$ cat src/rtl/fkr_pkg.sv
// Package for the five-way key repeat cursor block: widths, codes and move helpers.
package fkr_pkg;

  localparam int TIME_W    = 32;
  localparam int POS_W     = 10;
  localparam int STEP_W    = 8;
  localparam int DLY_W     = 16;
  localparam int BTN_COUNT = 5;
  localparam int DIR_COUNT = 4;

  // button bit positions
  localparam int BTN_UP     = 0;
  localparam int BTN_DOWN   = 1;
  localparam int BTN_LEFT   = 2;
  localparam int BTN_RIGHT  = 3;
  localparam int BTN_CENTRE = 4;

  // configuration register indexes
  localparam logic [2:0] CFG_REPEAT_DELAY = 3'd0;
  localparam logic [2:0] CFG_REPEAT_RATE  = 3'd1;
  localparam logic [2:0] CFG_STEP_SIZE    = 3'd2;
  localparam logic [2:0] CFG_X_LIMIT      = 3'd3;
  localparam logic [2:0] CFG_Y_LIMIT      = 3'd4;

  localparam logic [DLY_W-1:0]  RST_REPEAT_DELAY = 16'd400;
  localparam logic [DLY_W-1:0]  RST_REPEAT_RATE  = 16'd80;
  localparam logic [STEP_W-1:0] RST_STEP_SIZE    = 8'd10;
  localparam logic [POS_W-1:0]  RST_X_LIMIT      = 10'd471;
  localparam logic [POS_W-1:0]  RST_Y_LIMIT      = 10'd303;

  localparam logic [1:0] LAMP_LAST = 2'd2;

  typedef logic [POS_W-1:0] pos_t;

  // move toward zero, clamped at zero
  function automatic pos_t move_dec(input pos_t pos, input logic [STEP_W-1:0] step);
    logic [POS_W:0] ext_step;
    ext_step = {{(POS_W + 1 - STEP_W){1'b0}}, step};
    if ({1'b0, pos} < ext_step) begin
      move_dec = '0;
    end else begin
      move_dec = pos - POS_W'(step);
    end
  endfunction

  // move toward the limit, clamped at the limit
  function automatic pos_t move_inc(input pos_t pos, input logic [STEP_W-1:0] step,
                                    input pos_t lim);
    logic [POS_W:0] sum;
    sum = {1'b0, pos} + {{(POS_W + 1 - STEP_W){1'b0}}, step};
    if (sum > {1'b0, lim}) begin
      move_inc = lim;
    end else begin
      move_inc = sum[POS_W-1:0];
    end
  endfunction

  function automatic logic [1:0] lamp_adv(input logic [1:0] lamp, input logic en);
    if (!en) begin
      lamp_adv = lamp;
    end else if (lamp >= LAMP_LAST) begin
      lamp_adv = 2'd0;
    end else begin
      lamp_adv = lamp + 2'd1;
    end
  endfunction

endpackage

$ cat src/rtl/five_way_key_repeat_cursor.sv
// Top level: five-way button poller with auto-repeat cursor and lamp mode control.
//
// One poll request (five active-low button levels and a millisecond timestamp) is taken
// per clock and gives one result: the poll is held in an input register, then
// the whole update (edge detect, held/repeat time compares, the up-down and left-right
// move chains, lamp advance, centre toggle) is done in one pass into the result register.
// Sustained rate is one poll per cycle while the result side keeps taking; a stalled
// result holds the input register, and the block then stops taking polls. Configuration
// writes are always taken and should only be made while no poll is in flight.
module five_way_key_repeat_cursor (
  input  logic                          clk,
  input  logic                          rst_n,
  input  logic                          in_valid,
  output logic                          in_ready,
  input  logic [4:0]                    in_button_levels,
  input  logic [31:0]                   in_time_ms,
  output logic                          out_valid,
  input  logic                          out_ready,
  output logic [fkr_pkg::POS_W-1:0]     out_cursor_x_out,
  output logic [fkr_pkg::POS_W-1:0]     out_cursor_y_out,
  output logic                          out_cursor_mode_out,
  output logic [1:0]                    out_lamp_mode_out,
  output logic                          out_abort_request,
  output logic                          out_cursor_moved,
  input  logic                          cfg_valid,
  output logic                          cfg_ready,
  input  logic [2:0]                    cfg_index,
  input  logic [15:0]                   cfg_data
);
  import fkr_pkg::*;

  // configuration
  logic [DLY_W-1:0]  delay_r;
  logic [DLY_W-1:0]  rate_r;
  logic [STEP_W-1:0] step_r;
  pos_t              xlim_r;
  pos_t              ylim_r;

  // input register
  logic              in_vld_r;
  logic [4:0]        lev_in_r;
  logic [TIME_W-1:0] now_r;

  // block state
  logic [4:0]        prev_lev_r;
  logic [TIME_W-1:0] press_t_r [DIR_COUNT];
  logic [TIME_W-1:0] rep_t_r   [DIR_COUNT];
  pos_t              cx_r;
  pos_t              cy_r;
  logic              mode_r;
  logic [1:0]        lamp_r;

  // result register
  logic              out_vld_r;
  pos_t              ox_r;
  pos_t              oy_r;
  logic              omode_r;
  logic [1:0]        olamp_r;
  logic              oabort_r;
  logic              omoved_r;

  logic              advance;
  logic              fire;
  logic [4:0]        press;
  logic [DIR_COUNT-1:0] rep;
  logic [DIR_COUNT-1:0] act;
  pos_t              y_a, y_b, x_a, x_b;
  pos_t              cx_nxt, cy_nxt;
  logic              mode_nxt;
  logic [1:0]        lamp_a, lamp_b, lamp_c, lamp_nxt;
  logic              moved_nxt;

  assign cfg_ready = 1'b1;
  assign advance   = !out_vld_r || out_ready;
  assign in_ready  = !in_vld_r || advance;
  assign fire      = in_vld_r && advance;

  // edges on all buttons and repeat qualification on the four directions, in parallel
  always_comb begin
    press = prev_lev_r & ~lev_in_r;
    for (int i = 0; i < DIR_COUNT; i++) begin
      rep[i] = prev_lev_r[i] == 1'b0 && lev_in_r[i] == 1'b0 &&
               (now_r - press_t_r[i]) >= TIME_W'(delay_r) &&
               (now_r - rep_t_r[i]) >= TIME_W'(rate_r);
      act[i] = mode_r && (press[i] || rep[i]);
    end
  end

  // up then down on y, left then right on x; centre applied last
  always_comb begin
    y_a = act[BTN_UP]    ? move_dec(cy_r, step_r) : cy_r;
    y_b = act[BTN_DOWN]  ? move_inc(y_a, step_r, ylim_r) : y_a;
    x_a = act[BTN_LEFT]  ? move_dec(cx_r, step_r) : cx_r;
    x_b = act[BTN_RIGHT] ? move_inc(x_a, step_r, xlim_r) : x_a;

    lamp_a   = lamp_adv(lamp_r, !mode_r && press[BTN_UP]);
    lamp_b   = lamp_adv(lamp_a, !mode_r && press[BTN_DOWN]);
    lamp_c   = lamp_adv(lamp_b, !mode_r && press[BTN_LEFT]);
    lamp_nxt = lamp_adv(lamp_c, !mode_r && press[BTN_RIGHT]);

    mode_nxt = mode_r ^ press[BTN_CENTRE];
    if (press[BTN_CENTRE] && !mode_r) begin
      cx_nxt = xlim_r >> 1;
      cy_nxt = ylim_r >> 1;
    end else begin
      cx_nxt = x_b;
      cy_nxt = y_b;
    end
    moved_nxt = (cx_nxt != cx_r) || (cy_nxt != cy_r);
  end

  always_ff @(posedge clk) begin
    if (!rst_n) begin
      delay_r <= RST_REPEAT_DELAY;
      rate_r  <= RST_REPEAT_RATE;
      step_r  <= RST_STEP_SIZE;
      xlim_r  <= RST_X_LIMIT;
      ylim_r  <= RST_Y_LIMIT;
    end else if (cfg_valid) begin
      case (cfg_index)
        CFG_REPEAT_DELAY: delay_r <= cfg_data;
        CFG_REPEAT_RATE:  rate_r  <= cfg_data;
        CFG_STEP_SIZE:    step_r  <= cfg_data[STEP_W-1:0];
        CFG_X_LIMIT:      xlim_r  <= cfg_data[POS_W-1:0];
        CFG_Y_LIMIT:      ylim_r  <= cfg_data[POS_W-1:0];
        default: begin
        end
      endcase
    end
  end

  always_ff @(posedge clk) begin
    if (!rst_n) begin
      in_vld_r <= 1'b0;
    end else if (in_ready) begin
      in_vld_r <= in_valid;
    end
    if (in_valid && in_ready) begin
      lev_in_r <= in_button_levels;
      now_r    <= TIME_W'(in_time_ms);
    end
  end

  always_ff @(posedge clk) begin
    if (!rst_n) begin
      prev_lev_r <= '1;
      cx_r       <= '0;
      cy_r       <= '0;
      mode_r     <= 1'b0;
      lamp_r     <= 2'd0;
      for (int i = 0; i < DIR_COUNT; i++) begin
        press_t_r[i] <= '0;
        rep_t_r[i]   <= '0;
      end
    end else if (fire) begin
      prev_lev_r <= lev_in_r;
      cx_r       <= cx_nxt;
      cy_r       <= cy_nxt;
      mode_r     <= mode_nxt;
      lamp_r     <= lamp_nxt;
      for (int i = 0; i < DIR_COUNT; i++) begin
        if (press[i]) begin
          press_t_r[i] <= now_r;
        end
        if (press[i] || act[i]) begin
          rep_t_r[i] <= now_r;
        end
      end
    end
  end

  always_ff @(posedge clk) begin
    if (!rst_n) begin
      out_vld_r <= 1'b0;
    end else if (advance) begin
      out_vld_r <= in_vld_r;
    end
    if (fire) begin
      ox_r     <= cx_nxt;
      oy_r     <= cy_nxt;
      omode_r  <= mode_nxt;
      olamp_r  <= lamp_nxt;
      oabort_r <= press[BTN_CENTRE];
      omoved_r <= moved_nxt;
    end
  end

  assign out_valid           = out_vld_r;
  assign out_cursor_x_out    = ox_r;
  assign out_cursor_y_out    = oy_r;
  assign out_cursor_mode_out = omode_r;
  assign out_lamp_mode_out   = olamp_r;
  assign out_abort_request   = oabort_r;
  assign out_cursor_moved    = omoved_r;

`ifndef NO_ASSERTIONS
  // a request in the input register always reaches the result register
  a_fire_to_out: assert property (@(posedge clk) disable iff (!rst_n)
    fire |=> out_vld_r)
    else $error("processed request did not reach result register");

  // lamp mode only changes while in normal mode
  a_lamp_normal: assert property (@(posedge clk) disable iff (!rst_n)
    fire && (lamp_nxt != lamp_r) |-> !mode_r)
    else $error("lamp mode changed in cursor mode");

  // in normal mode without a centre press the cursor stays put
  a_no_move_normal: assert property (@(posedge clk) disable iff (!rst_n)
    fire && !mode_r && !press[BTN_CENTRE] |=> !omoved_r)
    else $error("cursor moved in normal mode");

  // lamp state never leaves its three codes
  a_lamp_range: assert property (@(posedge clk) disable iff (!rst_n)
    lamp_r != 2'd3)
    else $error("lamp mode out of range");
`endif

endmodule
$ cat config.mk
export PLATFORM = sky130hd
export DESIGN_NAME = five_way_key_repeat_cursor
export DESIGN_NICKNAME = d
export VERILOG_FILES = /design/src/rtl/fkr_pkg.sv /design/src/rtl/five_way_key_repeat_cursor.sv
export SDC_FILE = /design/constraint.sdc
export NUM_CORES = 1
export LEC_CHECK = 0
export CAP_MARGIN = 10
export CORE_MARGIN = 8
export CORE_UTILIZATION = 45
export CTS_CLUSTER_DIAMETER = 200
export DETAILED_ROUTE_END_ITERATION = 8
export DONT_BUFFER_PORTS = 1
export HOLD_SLACK_MARGIN = 0.12
export PLACE_DENSITY_LB_ADDON = 0.3
export SLEW_MARGIN = 0
export SYNTH_ARGS = -nofsm -noshare
export SYNTH_HDL_FRONTEND = slang
export SYNTH_SLANG_ARGS = --single-unit
$ cat constraint.sdc
create_clock -name clk -period 11.8 [get_ports clk]
set_clock_uncertainty 0.1 [all_clocks]
set_input_delay 1.77 -clock clk [delete_from_list [all_inputs] [get_ports clk]]
set_output_delay 1.77 -clock clk [all_outputs]
set_load 0.005 [all_outputs]
==> results of run 1 <==
-- final timing paths --
check | start | to | slack (ns) | cells past startpoint
worst max-delay path | now_r[1] | out_cursor_moved | 1.08 | 42
worst max register to register | now_r[1] | out_cursor_moved | 1.08 | 42
worst min-delay path | rate_r[1] | rate_r[1] | 0.35 | 2
worst min register to register | rate_r[1] | rate_r[1] | 0.35 | 2
-- layout make-up --
type | instances | area, sq um
multi-input cells | 3411 | 24000
well taps | 1080 | 1350
flip-flops and latches | 408 | 11400
repair buffers | 63 | 473
fillers | 7931 | 42700
diodes | 11 | 27.5
inverters | 420 | 1580
clock buffers | 64 | 1390
clock inverters | 32 | 357
-- through the flow --
step | std cells | worst slack [ns] | power, mW
after floorplan | 4411 | 2.38 | 2.90
after global placement | 5382 | 1.39 | 3.30
after detailed placement | 5382 | 1.26 | 3.31
after CTS | 5478 | 1.21 | 4.98
after global routing | 5478 | 0.279 | 5.24
final | 5489 | 1.08 | 4.98
-- metal layers --
metal  wire length (um)  part of all wire  global-route usage  up-vias
li1                   -                 -                   -    16100
met1              56600              0.44               0.360    16200
met2              54200              0.43               0.404     1319
met3              10400             0.081              0.0498      267
met4               6250             0.049               0.114        4
met5                 18           0.00014                   0        -
-- cell usage after synthesis, types with 19 or more instances --
master and count:
o31ai_1 19, a211o_1 22, a211oi_1 63, dfxtp_1 90, and3_1 66, or3_1 19, mux2i_1 42, nand4_1 80
a21oi_1 376, a2111oi_0 23, nor2b_1 49, o21bai_1 46, nand2b_1 48, nand3_1 83, o21a_1 72, edfxtp_1 318
o2111ai_1 27, a21o_1 105, o21ai_0 205, xor2_1 85, nor3_1 89, xnor2_1 109, o211ai_1 53, nand2_1 393
a31oi_1 29, nor4_1 31, o21ai_1 20, clkbuf_1 147, inv_1 418, nor2_1 231, ha_1 429, and2_1 238
-- state kept, by name, indices dropped and copies added, names as in the netlist, 16 cells and up --
signal	cells
rep_t_r	128
press_t_r	128
now_r	32
delay_r	16
rate_r	16
-- critical path, delay by kind of cell (launching register included) --
kind	cells	cell delay (ns)
multiplexers	1	0.35
flip-flops	1	0.61
AO/OA/AOI/OAI	15	3.76
adder cells (fa/ha/maj)	5	1.60
AND/OR/NAND/NOR	17	3.41
XOR/XNOR	2	0.31
buffers and inverters	2	0.26
-- kinds of logic after synthesis --
| group | count (synthesis) | synth area share |
|---|---|---|
| other cells | 1 | 0.0000999 |
| buf+inv | 592 | 0.0605 |
| xor+xnor | 194 | 0.0453 |
| flops | 408 | 0.302 |
| fa+ha+maj | 441 | 0.149 |
| simple gates | 1422 | 0.195 |
| mux | 59 | 0.0163 |
| compound gates | 1294 | 0.231 |
-- report_power, final --
part	total (mW)	switching [mW]	internal, mW
combinational	1.63	1.01	0.624
sequential	1.69	0.0539	1.63
clock	1.66	0.683	0.972
==> results.ini, run 1 <==
[run_status]
outcome = finished clean

[cells_and_area]
drive_above_1_share = 0.0562
fin_nets = 4857
fin_util = 0.487
final_cell_mix = ha_1 (429), inv_1 (416), nand2_1 (392)
stdcell_area_sq_um = 40500
final_common_cell = ha_1
area_delta_synth_final_pct = 7.90

[timing]
timing.final.crit_share = 0.908
rsz0062_at_grt = no
setup-violations-final = 0
fin_tns_setup_ns = 0
fin_crit_ns = 10.72
max_freq_ghz = 0.0933
tightest_slew_ns = 1.30
hold_violations = 0
hold_slack_ns = 0.354
relSlewSlack = 0.122
finalMaxSlewViolations = 0

[place]
port_buffers = 0
placed_cell_area_sq_um = 38700
dp_hpwl_mm = 95.4
gp_congestion = 0.961

[routing]
drt-total-wl_mm = 128
routed_via_density = 6.16
drtAntennaViolNets = 0
drtIter0Drc = 3011
dr_total_vias = 33800
drc_errors = 0
dr.pass1.iters = 6
wl_per_cell_um = 23.2

[floorplan]
die_area_sq_um = 92900
fp.coreArea_sq_um = 83200
die_h_um = 305
initial_utilization = 0.451
rows = 106
chipWidth_um = 305
io_pins = 89

[clocking]
postCtsSetupBuffers = 0
h-tree-depth = 2
ctsHoldBuffers = 0
cts_tree = built
cts_inserted_buffers = 51
max-clock-path-buffers = 3
clock-root-buffer = clkbuf_16
cts_resized = 0
clk_pin_slew_ns = 0.06
clk_latency_ns = 0.63
clock_sinks = 408

[run]
cap_violations = 0

[critical_path]
critPathLaunchType = flop
cp-end-kind = flop
cp_data_required_time_ns = 12.06
worst-setup-path-type = flop to flop
cpMaxStageDelayCell = a41oi_1
crit_path_max_fanout = 10
cpMostUsedCell = ha_1
max_stage_delay_ns = 0.69
cp.arrival_ns = 10.98

[global_routing]
antenna_found_initial = 15
grt_max_degree = 72
first_global_vias = 31800
grt-ovfl-total = 0
grt_usage = 0.263
grt_first_pass_wirelength_mm = 193

[logic_synthesis]
yosysTopAreaCell = edfxtp_1
synth_edf_count = 318
postSynthCellCount = 4411
avgSynthCellArea_sq_um = 8.51
synth_top_area_frac = 0.254
syn-cell-area_sq_um = 37500
ys_ff_latch = 408
ys_seq_area_frac = 0.302
synth_area_leaders = edfxtp_1 (25%), ha_1 (14%), a21oi_1 (5.0%)
synthDistinctLibCells = 108
synthArstFlopShare = 0
ys.flop_type = edfxtp_1
syn-num-nets = 4913
ys_warn_count = 0

[power_and_ir_drop]
power_density_nw_per_um2 = 123
p_leak_nw = 16.5
ir_drop_uv = 131

[worst_hold_path]
hp-class = flop to flop

Note: power is estimated with default switching activity, not from simulation.
==> inputs of run 2 (changes only) <==
--- a/config.mk
+++ b/config.mk
@@ -5,8 +5,9 @@
 export SDC_FILE = /design/constraint.sdc
 export NUM_CORES = 1
 export LEC_CHECK = 0
+export ABC_AREA = 1
 export CAP_MARGIN = 10
-export CORE_MARGIN = 8
+export CORE_MARGIN = 2
 export CORE_UTILIZATION = 45
 export CTS_CLUSTER_DIAMETER = 200
 export DETAILED_ROUTE_END_ITERATION = 8
==> results.ini, run 2 <==
[routing]
dr.pass1.iters = 6  ; unchanged
dr_total_vias = 38000  ; was 33.8k
drtAntennaViolNets = 0  ; unchanged
drc_errors = 0  ; unchanged
routed_via_density = 5.37  ; was 6.16
wl_per_cell_um = 20.9  ; was 23.2 um
drtIter0Drc = 3637  ; was 3011
drt-total-wl_mm = 148  ; was 128 mm

[critical_path]
r2r-start = now_r[1]  ; unchanged
cpMaxStageDelayCell = fa_1  ; was a41oi_1
r2r_end = out_cursor_moved  ; unchanged
cp-end-kind = flop  ; unchanged
crit_path_max_fanout = 15  ; was 10
critPathLaunchType = flop  ; unchanged
max_stage_delay_ns = 0.69  ; about the same
cp_data_required_time_ns = 12.12  ; was 12.06 ns
regToRegSetupSlack_ns = 2.84  ; was 1.08 ns
cpMostUsedCell = nand2_1  ; was ha_1
worst-setup-path-type = flop to flop  ; unchanged
cp.arrival_ns = 9.28  ; was 10.98 ns
r2r_cells = 51  ; was 42

[global_routing]
antenna_found_initial = 5  ; was 15
grt_usage = 0.327  ; was 0.263
first_global_vias = 34900  ; was 31.8k
grt_max_degree = 77  ; was 72
grt-ovfl-total = 0  ; unchanged
grt_first_pass_wirelength_mm = 218  ; was 193 mm

[cells_and_area]
area_delta_synth_final_pct = 8.81  ; was 7.90%
stdcell_area_sq_um = 42300  ; was 40500 sq um
fin_nets = 6386  ; was 4857
drive_above_1_share = 0.0341  ; was 0.0562
stdcell_count = 7075  ; was 5489
reg_top3 = press_t_r: 128 flops, rep_t_r: 128 flops, now_r: 32 flops  ; unchanged
seqCellArea_sq_um = 11400  ; unchanged
final_common_cell = nand2_1  ; was ha_1
final_cell_mix = nand2_1 (1626), inv_1 (1124), nor2_1 (791)  ; was ha_1 (429), inv_1 (416), nand2_1 (392)
fillers = 8962  ; was 7931
multi_input_area_sq_um = 23000  ; was 24000 sq um

[timing]
max_freq_ghz = 0.112  ; was 0.0933 GHz
fin_crit_ns = 8.96  ; was 10.72 ns
timing.final.crit_share = 0.759  ; was 0.908
hold_violations = 0  ; unchanged
fin_tns_setup_ns = 0  ; unchanged
tightest_slew_ns = 1.21  ; was 1.30 ns
relSlewSlack = 0.190  ; was 0.122
setup-violations-final = 0  ; unchanged
finalMaxSlewViolations = 0  ; unchanged
rsz0062_at_grt = no  ; unchanged

[logic_synthesis]
syn-num-nets = 6352  ; was 4913
synthAdderAreaFrac = 0.144  ; was 0.149
synth_compound_area_frac = 0.105  ; was 0.231
synth_top_family_by_area = simple AND/OR/NAND/NOR gates  ; was compound AO/OA/AOI/OAI gates
synthDistinctLibCells = 55  ; was 108
ys_seq_area_frac = 0.292  ; was 0.302
synthMuxAreaShare = 0  ; was 0.0163
synth_edf_count = 318  ; unchanged
synthXorXnorAreaFrac = 0.0379  ; was 0.0453
synth_top_area_frac = 0.246  ; was 0.254
avgSynthCellArea_sq_um = 6.64  ; was 8.51 sq um
syn-cell-area_sq_um = 38800  ; was 37500 sq um
ys_ff_latch = 408  ; unchanged
ys_warn_count = 0  ; unchanged
yosysMostFrequentCell = nand2_1  ; was ha_1
ys.flop_type = edfxtp_1  ; unchanged
netlist_top_cells_count = nand2_1 (1627), inv_1 (1126), nor2_1 (791)  ; was ha_1 (429), inv_1 (418), nand2_1 (393)
synth_area_leaders = edfxtp_1 (25%), nand2_1 (16%), ha_1 (14%)  ; was edfxtp_1 (25%), ha_1 (14%), a21oi_1 (5.0%)
synthArstFlopShare = 0  ; unchanged
yosys.area_share.simple = 0.304  ; was 0.195
yosysTopAreaCell = edfxtp_1  ; unchanged
postSynthCellCount = 5850  ; was 4411

[power_and_ir_drop]
clockPowerShare = 0.336  ; was 0.333
power_frac_seq = 0.321  ; was 0.339
comb_power_share = 0.343  ; was 0.328
p_leak_nw = 21.7  ; was 16.5 nW
ir_drop_uv = 123  ; was 131 uV
p_switching_mw = 2.02  ; was 1.75 mW
power_density_nw_per_um2 = 125  ; was 123 nW/um^2
p_sw_frac = 0.382  ; was 0.351
p_int_mw = 3.26  ; was 3.23 mW

[clocking]
cts_tree = built  ; unchanged
clock_sinks = 408  ; unchanged
postCtsSetupBuffers = 0  ; unchanged
cts_inserted_buffers = 53  ; was 51
clk_pin_slew_ns = 0.06  ; about the same
max-clock-path-buffers = 3  ; unchanged
h-tree-depth = 2  ; unchanged
clk_latency_ns = 0.67  ; was 0.63 ns
ctsHoldBuffers = 0  ; unchanged
cts_resized = 0  ; unchanged
clock-root-buffer = clkbuf_16  ; unchanged

[floorplan]
rows = 107  ; was 106
die_h_um = 298  ; was 305 um
chipWidth_um = 298  ; was 305 um
io_pins = 89  ; unchanged
fp.coreArea_sq_um = 85400  ; was 83200 sq um
initial_utilization = 0.455  ; was 0.451
die_area_sq_um = 88700  ; was 92900 sq um

[worst_hold_path]
hp-class = flop to flop  ; unchanged
holdPathStages = 2  ; unchanged
worstHoldEndpoint = prev_lev_r[4]  ; was rate_r[1]
hp-start = lev_in_r[4]  ; was rate_r[1]

[place]
gp_congestion = 1.02  ; was 0.961
placed_cell_area_sq_um = 40400  ; was 38700 sq um
dp_cells = 6973  ; was 5382
dp_hpwl_mm = 110  ; was 95.4 mm
port_buffers = 0  ; unchanged

[run_status]
outcome = finished clean  ; unchanged

[run]
cap_violations = 0  ; unchanged

-- run 2: area by class of cell --
cell class | count | area share
antenna | 2 | 0.000118
inverter | 1137 | 0.101
tap | 1144 | 0.0339
clock inverter | 33 | 0.00927
multi-input combinational | 4246 | 0.545
clock buffer | 67 | 0.0353
timing repair buffer | 38 | 0.00675
sequential | 408 | 0.269
-- run 2: how the worst max path moves through the flow --
| stage | startpoint | endpoint | slack, ns | depth (start not counted) |
|---|---|---|---|---|
| after detailed placement | now_r[0] | out_cursor_moved | 2.99 | 51 |
| after CTS | now_r[1] | out_cursor_moved | 2.97 | 51 |
| after floorplan | now_r[1] | out_cursor_moved | 4.40 | 52 |
| after global routing | now_r[0] | out_cursor_moved | 1.95 | 55 |
| final | now_r[1] | out_cursor_moved | 2.84 | 51 |
| after global placement | now_r[1] | out_cursor_moved | 2.99 | 52 |
-- run 2: per-stage QoR --
stage	utilization	setup WS, ns	total power, mW	hold WS (ns)
floorplan	-	4.40	2.98	0.357
global placement	0.473	2.99	3.48	0.372
detailed placement	0.473	2.99	3.49	0.389
CTS	0.495	2.97	5.27	0.403
global route	0.495	1.95	5.58	0.432
finish	0.495	2.84	5.28	0.398
-- run 2: layer usage --
metal  part of all wire  vias to the layer above  global-route usage
li1                   -                    18700                   -
met2               0.44                     1526               0.518
met4              0.057                        2               0.158
met3              0.081                      298              0.0518
met5            0.00010                        -                   0
met1               0.43                    17500               0.435
-- run 2: logic make-up (layout without fill, tap and decap cells) --
family,after synthesis,count (layout)
fa+ha+maj,441,441
flops,408,408
other cells,1,3
buf+inv,1196,1275
simple gates,2913,2913
compound gates,723,723
xor+xnor,168,168
-- run 2: critical path: cells and delay by family (launching register included) --
kind,cells,cell delay (ns)
compound gates,9,1.85
fa+ha+maj,4,1.48
buf+inv,6,1.27
flops,1,0.32
xor+xnor,1,0.11
simple gates,31,3.52
-- run 2: power by group through the flow --
stage / logic [mW] / registers [mW] / clock network, mW
3_3_place_gp: 1.76 / 1.72 / 0
5_1_grt: 2.03 / 1.70 / 1.85
4_1_cts: 1.78 / 1.69 / 1.79
6_report: 1.81 / 1.69 / 1.78
3_5_place_dp: 1.77 / 1.72 / 0
2_1_floorplan: 1.28 / 1.71 / 0
